===== config.mk =====
export PLATFORM = sky130hd
export DESIGN_NAME = argb_pixel_blend_modes
export DESIGN_NICKNAME = d
export VERILOG_FILES = /design/src/rtl/core/apbm_pkg.sv /design/src/rtl/core/apbm_chan.sv /design/src/rtl/core/argb_pixel_blend_modes.sv
export SDC_FILE = /design/constraint.sdc
export NUM_CORES = 2
export LEC_CHECK = 0
export ABC_AREA = 1
export BUFFER_PORTS_ARGS = -buffer_cell sky130_fd_sc_hd__buf_2
export CORE_UTILIZATION = 60
export DETAILED_ROUTE_END_ITERATION = 8
export GPL_TIMING_DRIVEN = 1
export PLACE_DENSITY = 0.78
export SLEW_MARGIN = 20
export SYNTH_ARGS = -nofsm -noshare
export SYNTH_HDL_FRONTEND = slang
export SYNTH_SLANG_ARGS = --single-unit

===== constraint.sdc =====
create_clock -name clk -period 10.4 [get_ports clk]
set_clock_uncertainty 0.05 [all_clocks]
set_input_delay 2.08 -clock clk [delete_from_list [all_inputs] [get_ports clk]]
set_output_delay 2.08 -clock clk [all_outputs]
set_load 0.005 [all_outputs]

===== src/rtl/core/apbm_pkg.sv =====
// Shared blend mode codes and pipeline control types for the ARGB pixel blender.
package apbm_pkg;

  localparam logic [2:0] MODE_NORMAL   = 3'd0;
  localparam logic [2:0] MODE_ADD      = 3'd1;
  localparam logic [2:0] MODE_SUBTRACT = 3'd2;
  localparam logic [2:0] MODE_MULTIPLY = 3'd3;
  localparam logic [2:0] MODE_SCREEN   = 3'd4;
  localparam logic [2:0] MODE_OVERLAY  = 3'd5;

  // Load enables of the four pipeline stages
  typedef struct packed {
    logic en1;
    logic en2;
    logic en3;
    logic en4;
  } ctl_t;

endpackage


===== src/rtl/core/apbm_chan.sv =====
// Four-stage blend datapath for one 8-bit color channel.
module apbm_chan (
  input  logic            clk,
  input  apbm_pkg::ctl_t  ctl,
  input  logic [2:0]      mode,
  input  logic [7:0]      src,
  input  logic [7:0]      dst,
  input  logic [8:0]      sa,
  output logic [7:0]      res
);

  // Stage 1 registers: raw products
  logic [7:0]  s1_r, d1_r;
  logic [8:0]  sa1_r;
  logic [16:0] ps1_r;
  logic [15:0] pm1_r;
  logic [15:0] po1_r;
  logic        hi1_r;

  // Stage 2 registers: mode result
  logic [7:0]  m2_r, d2_r;
  logic [8:0]  sa2_r;
  logic        byp2_r;

  // Stage 3 registers: weighted sum
  logic [15:0] acc3_r;
  logic [7:0]  m3_r;
  logic        byp3_r;

  // Stage 4 register: channel result
  logic [7:0]  res4_r;

  logic [16:0] ps_nxt;
  logic [15:0] pm_nxt;
  logic [15:0] po_nxt;
  logic        hi_nxt;

  logic [7:0]  ps8;
  logic [8:0]  add_sum;
  logic [7:0]  add_res;
  logic [7:0]  sub_res;
  logic [7:0]  mul_res;
  logic [8:0]  scr_sum;
  logic [15:0] ovl_inv;
  logic [7:0]  ovl_res;
  logic [7:0]  m_nxt;
  logic        byp_nxt;

  logic [15:0] acc_nxt;

  // Form the scaled source, the product term and the overlay product
  always_comb begin
    hi_nxt = dst[7];
    ps_nxt = 17'(src) * 17'(sa);
    pm_nxt = 16'(src) * (16'(dst) + 16'd1);
    if (hi_nxt) begin
      po_nxt = (16'd256 - 16'(src)) * (16'd255 - 16'(dst));
    end else begin
      po_nxt = 16'(dst) * (16'(src) + 16'd1);
    end
  end

  always_ff @(posedge clk) begin
    if (ctl.en1) begin
      s1_r  <= src;
      d1_r  <= dst;
      sa1_r <= sa;
      ps1_r <= ps_nxt;
      pm1_r <= pm_nxt;
      po1_r <= po_nxt;
      hi1_r <= hi_nxt;
    end
  end

  // Pick the mode result; add and subtract skip the destination weighting
  always_comb begin
    ps8     = ps1_r[15:8];
    add_sum = 9'(d1_r) + 9'(ps8);
    add_res = add_sum[8] ? 8'hFF : add_sum[7:0];
    sub_res = (d1_r > ps8) ? (d1_r - ps8) : 8'd0;
    mul_res = pm1_r[15:8];
    scr_sum = 9'(d1_r) + 9'(s1_r) - 9'(mul_res);
    ovl_inv = 16'd32640 - po1_r;
    ovl_res = hi1_r ? ovl_inv[14:7] : po1_r[14:7];
    byp_nxt = 1'b0;
    case (mode)
      apbm_pkg::MODE_ADD: begin
        m_nxt   = add_res;
        byp_nxt = 1'b1;
      end
      apbm_pkg::MODE_SUBTRACT: begin
        m_nxt   = sub_res;
        byp_nxt = 1'b1;
      end
      apbm_pkg::MODE_MULTIPLY: m_nxt = mul_res;
      apbm_pkg::MODE_SCREEN:   m_nxt = scr_sum[7:0];
      apbm_pkg::MODE_OVERLAY:  m_nxt = ovl_res;
      default:                 m_nxt = s1_r;
    endcase
  end

  always_ff @(posedge clk) begin
    if (ctl.en2) begin
      m2_r   <= m_nxt;
      d2_r   <= d1_r;
      sa2_r  <= sa1_r;
      byp2_r <= byp_nxt;
    end
  end

  // Weight the mode result against the destination
  assign acc_nxt = 16'(d2_r) * (16'd256 - 16'(sa2_r)) + 16'(m2_r) * 16'(sa2_r);

  always_ff @(posedge clk) begin
    if (ctl.en3) begin
      acc3_r <= acc_nxt;
      m3_r   <= m2_r;
      byp3_r <= byp2_r;
    end
  end

  // Drop the fraction or pass the saturated value
  always_ff @(posedge clk) begin
    if (ctl.en4) begin
      res4_r <= byp3_r ? m3_r : acc3_r[15:8];
    end
  end

  assign res = res4_r;

endmodule


===== src/rtl/core/argb_pixel_blend_modes.sv =====
// Top level of the ARGB8888 pixel blender with six blend modes.
//
// Blends one source and one destination ARGB8888 pixel into one result pixel
// under the mode held in the configuration register (0 normal, 1 saturating
// add, 2 saturating subtract, 3 multiply, 4 screen, 5 overlay; 6 and 7 act as
// normal). The source alpha is scaled to a weight of 0..256 (plus one from 127
// up), and the result alpha is the sum of both alphas pinned at 255. The block
// takes one pixel every clock cycle while the output is not stalled; each pixel
// passes through the products, mode select, weighting multiply and output
// register stages, and stalls from the output side fill bubbles before holding
// the input. Write the mode only while no pixel is in flight.
module argb_pixel_blend_modes (
  input  logic        clk,
  input  logic        rst_n,
  // Source and destination pixels
  input  logic        in_tvalid,
  output logic        in_tready,
  input  logic [63:0] in_tdata,   // [31:0] src_pixel, [63:32] dst_pixel
  // Blended pixel
  output logic        out_tvalid,
  input  logic        out_tready,
  output logic [31:0] out_tdata,  // [31:0] out_pixel
  // Mode register write
  input  logic        cfg_valid,
  output logic        cfg_ready,
  input  logic [2:0]  cfg_data    // blend_mode
);

  logic [2:0] mode_r;

  logic v1_r, v2_r, v3_r, v4_r;
  logic rdy1, rdy2, rdy3, rdy4;
  apbm_pkg::ctl_t ctl;

  logic [31:0] src, dst;
  logic [7:0]  src_a;
  logic [8:0]  sa;
  logic [8:0]  a_sum;
  logic [7:0]  a_nxt;
  logic [7:0]  a1_r, a2_r, a3_r, a4_r;

  logic [7:0] res_r, res_g, res_b;

  assign src   = in_tdata[31:0];
  assign dst   = in_tdata[63:32];
  assign src_a = src[31:24];
  assign sa    = 9'(src_a) + ((src_a >= 8'h7F) ? 9'd1 : 9'd0);

  // Hold the mode register
  assign cfg_ready = 1'b1;
  always_ff @(posedge clk) begin
    if (!rst_n) begin
      mode_r <= apbm_pkg::MODE_NORMAL;
    end else if (cfg_valid) begin
      mode_r <= cfg_data;
    end
  end

  // Advance each stage when it is empty or the next one moves
  assign rdy4      = !v4_r || out_tready;
  assign rdy3      = !v3_r || rdy4;
  assign rdy2      = !v2_r || rdy3;
  assign rdy1      = !v1_r || rdy2;
  assign in_tready = rdy1;
  assign ctl       = '{en1: rdy1, en2: rdy2, en3: rdy3, en4: rdy4};

  always_ff @(posedge clk) begin
    if (!rst_n) begin
      v1_r <= 1'b0;
      v2_r <= 1'b0;
      v3_r <= 1'b0;
      v4_r <= 1'b0;
    end else begin
      if (rdy1) v1_r <= in_tvalid;
      if (rdy2) v2_r <= v1_r;
      if (rdy3) v3_r <= v2_r;
      if (rdy4) v4_r <= v3_r;
    end
  end

  // Carry the saturated alpha alongside the color stages
  assign a_sum = 9'(dst[31:24]) + 9'(src_a);
  assign a_nxt = a_sum[8] ? 8'hFF : a_sum[7:0];

  always_ff @(posedge clk) begin
    if (rdy1) a1_r <= a_nxt;
    if (rdy2) a2_r <= a1_r;
    if (rdy3) a3_r <= a2_r;
    if (rdy4) a4_r <= a3_r;
  end

  apbm_chan u_chan_r (
    .clk  (clk),
    .ctl  (ctl),
    .mode (mode_r),
    .src  (src[23:16]),
    .dst  (dst[23:16]),
    .sa   (sa),
    .res  (res_r)
  );

  apbm_chan u_chan_g (
    .clk  (clk),
    .ctl  (ctl),
    .mode (mode_r),
    .src  (src[15:8]),
    .dst  (dst[15:8]),
    .sa   (sa),
    .res  (res_g)
  );

  apbm_chan u_chan_b (
    .clk  (clk),
    .ctl  (ctl),
    .mode (mode_r),
    .src  (src[7:0]),
    .dst  (dst[7:0]),
    .sa   (sa),
    .res  (res_b)
  );

  assign out_tvalid = v4_r;
  assign out_tdata  = {a4_r, res_r, res_g, res_b};

endmodule

==> results.txt <==
The area growth from synthesis to final layout was 4.66%. The average footprint of a synthesized cell is 7.91 sq um, and the filler cell count in the final layout is 8453. The logs give 2550 ps for the final setup slack of the worst path and 59400 sq um for the mapped cell area. Buffers inserted during clock tree synthesis total 41. Setup violations remaining at the end of the flow were counted as 0. Entering global routing, the biggest net connects 77 pins. Setup repair after global routing left no endpoint under its margin.

Post-CTS repair changed the size of 0 cells. The number of I/O port buffers was 105. The routed length per placed instance was 18.0 um; the maximum number of buffers from clock root to sink was 3.

The net count of the finished layout is 9055. Registers take 9540 sq um. Measured along the y axis, the die boundary spans 317 um.

The effective utilization at floorplan was 60.5%; the maximum fanout along the worst path was 14. The sequential cell area fraction in the yosys report came out at 16.0%. The global-route wire length before repair is 254 mm. For the CTS sink count, the log shows 320.

The top cell type by area accounts for 29.7% of the synthesized area. Of all flip-flops after synthesis, the portion carrying an async set or reset was 0%. For the final routed database, the setup TNS stands at 0 ps. The logs give 11 for the initial antenna violation count and 0 for the max-slew violation count. The number of iterations in the first detailed-routing pass was 6. For the number of global-route vias before repair, the log shows 49300.

The tools report the number of setup buffers added after CTS as 0. Sort of element at the end of the critical path: a flip-flop. The number of enable flip-flop cells after synthesis works out to 313. The prevailing post-synth register cell was edfxtp_1. In this run the core area contains 115 standard-cell rows. The logs give 98300 sq um for the standard cell core area and 0 for the number of hold violations in the final report. During synthesis, Yosys emitted a total of 0 warnings. After clock tree synthesis, the clock-pin slew on the worst setup and hold paths is 60 ps. For the worst setup path, the data required time is 10720 ps. During I/O placement, the number of pins put on the boundary was 107.

The headroom to the max-slew limit is 23.4%, and the final cell count without fillers is 8796. Once detail routing completed, the nets flagged for antenna violations numbered 0. The tool flagged a number of max-cap violations equal to 0. The area of the die is 100000 sq um, and the worst-margin pin slew is 1150 ps. The number of cells on the worst reg-to-reg path is 26. Yosys attributes the largest share of cell area to fa_1 30%, edfxtp_1 16%, ha_1 13%. The logs give 32.5% for the global-route total usage across every layer and 4010 for the starting DRC count in detailed routing.

Summing all multi-input logic gate instances after layout gives 41600 sq um. Subtracting the final worst setup slack from the clock period gives 7850 ps. Critical setup path kind: flip-flop to flip-flop. Pre-CTS setup slack: 2210 ps.

The routability congestion estimate from global placement is 0.958, and the number of H-tree branching levels is 2. The logs give 0 for the number of buffers added to fix hold violations after cts and 66 for the count of different cell masters after synthesis. Data on the critical path arrives at its endpoint at 8170 ps. Counting instances in the post-synthesis netlist gives the leading cell types as 1901 x inv_1, 1598 x nand2_1, 883 x fa_1. The run gives 368 ps as the worst hold slack. The type of the worst min-delay path was flip-flop to flip-flop.

When the netlist entered floorplanning its net count stood at 9097. The total grt overflow is 0, and the number of vias per cell after detailed routing is 5.50. The die width works out to 317 um.

The library cell with the highest instance count after synthesis is inv_1. Cells with a size suffix above 1 make up 4.24% of the layout. The routed layout has 48400 vias. After technology mapping, the gate count stands at 7516. The final critical path takes up 75.5% of the cycle.

Synthesis inferred 320 register bits. The run gives 127 mm as the HPWL after detailed placement. The number of cells traversed by the worst hold path came out at 0. The run gives 8718 as the cell total after placement.

Achievable clock frequency: 127 MHz. The worst setup path is launched from a flip-flop. Buffer type at the clock tree root: clkbuf_16.

TritonCTS built the clock tree. The flow ran to the end, and the final reports show no timing, DRC or antenna violations. Summed over all layers, the routed wires come to 158 mm. In the routed design, unresolved DRC markers number 0. For the worst-skew pair, the clock arrives at the later sink with an insertion delay of 610 ps.

Summed over all instances, the cell type with the most area after synthesis is fa_1.
state kept, by name, summed over array words and instances (netlist names), 9 cells and up:
register / flops
u_chan_b.po1_r: 15
u_chan_g.sa2_r: 9
u_chan_g.sa1_r: 9
u_chan_g.po1_r: 15
u_chan_r.po1_r: 15
layout by cell type, fill, tap and decap left out, types with 6 or more instances in the layout:
| cell type | count |
|---|---|
| o21ai_0 | 200 |
| nor2_4 | 7 |
| nand3b_1 | 9 |
| inv_1 | 1898 |
| nor2_2 | 11 |
| a21o_1 | 21 |
| o21bai_1 | 20 |
| nand2_1 | 1597 |
| a21oi_1 | 233 |
| nor3_2 | 6 |
| mux2_2 | 24 |
| buf_2 | 105 |
| dfxtp_1 | 7 |
| inv_2 | 32 |
| clkinv_1 | 18 |
| nand4_1 | 54 |
| clkbuf_16 | 42 |
| nand2_2 | 12 |
| xor2_1 | 113 |
| nand3_1 | 231 |
| or2_2 | 8 |
| a31oi_1 | 21 |
| xnor2_1 | 66 |
| a311oi_1 | 6 |
| buf_4 | 32 |
| ha_1 | 626 |
| edfxtp_1 | 313 |
| a221oi_1 | 7 |
| o21ai_1 | 16 |
| nor2_1 | 756 |
| nor3_1 | 39 |
| fa_1 | 883 |
worst max-delay path, stage by stage, from the launching register on:
cell	delay (ps)
edfxtp_1	900
buf_4	370
nor2_4	50
nand2_1	90
inv_1	50
nand2_2	150
nand2_1	500
inv_1	750
nand2_1	180
fa_1	550
fa_1	540
inv_1	50
fa_1	500
fa_1	510
fa_1	490
inv_1	50
fa_1	470
inv_1	40
ha_1	310
a21oi_1	260
nor2_1	70
nor2_1	100
o221ai_1	110
a21oi_1	260
inv_1	70
nand2_1	70
nand2_1	40
area by class of cell:
cell class / instances / share of cell area [%]
inverters: 1943 / 11.7
repair buffers: 137 / 1.23
multi-input cells: 5031 / 66.9
clock inverters: 27 / 0.449
well taps: 1287 / 2.59
clock buffers: 46 / 1.71
flip-flops and latches: 320 / 15.3
diodes: 5 / 0.0201
cells by family after synthesis:
kind of cell | after synthesis | share of synthesized area (%)
adders and majority gates | 1509 | 42.9
AOI/OAI and AO/OA | 565 | 5.28
other | 1 | 0.00631
buffers and inverters | 2165 | 13.9
DFF | 320 | 16.0
muxes | 25 | 0.472
and+or+nand+nor | 2749 | 18.6
xor gates and xnor gates | 182 | 2.72
path summary, 6_finish.rpt:
| path | from | to | slack (ps) |
|---|---|---|---|
| setup / recovery | u_chan_g.sa2_r[6] | u_chan_r.acc3_r[15] | 2550 |
| setup reg to reg | u_chan_g.sa2_r[6] | u_chan_r.acc3_r[15] | 2550 |
| hold / removal | u_chan_g.byp2_r | u_chan_g.byp3_r | 370 |
| hold reg to reg | u_chan_g.byp2_r | u_chan_g.byp3_r | 370 |
through the flow:
step                      util (%)  area [sq um]
final                         63.3         62200
after global routing          63.3         62200
after floorplan                  -         59400
after global placement        61.9         60800
after CTS                     63.3         62200
after detailed placement      61.9         60800
routing by layer:
layer	GRT usage [%]	vias to the layer above	part of all wire (%)	routed length, um
met5	0	-	0.037	59
met4	11.9	10	3.8	5940
met3	7.01	405	10	16300
met2	52.2	2288	45	71700
met1	43.4	23200	41	64400
li1	-	22500	-	-
Power is left out: the tool's default activity adds up to more than one toggle a clock period on the data nets, which glitch-free logic cannot reach.
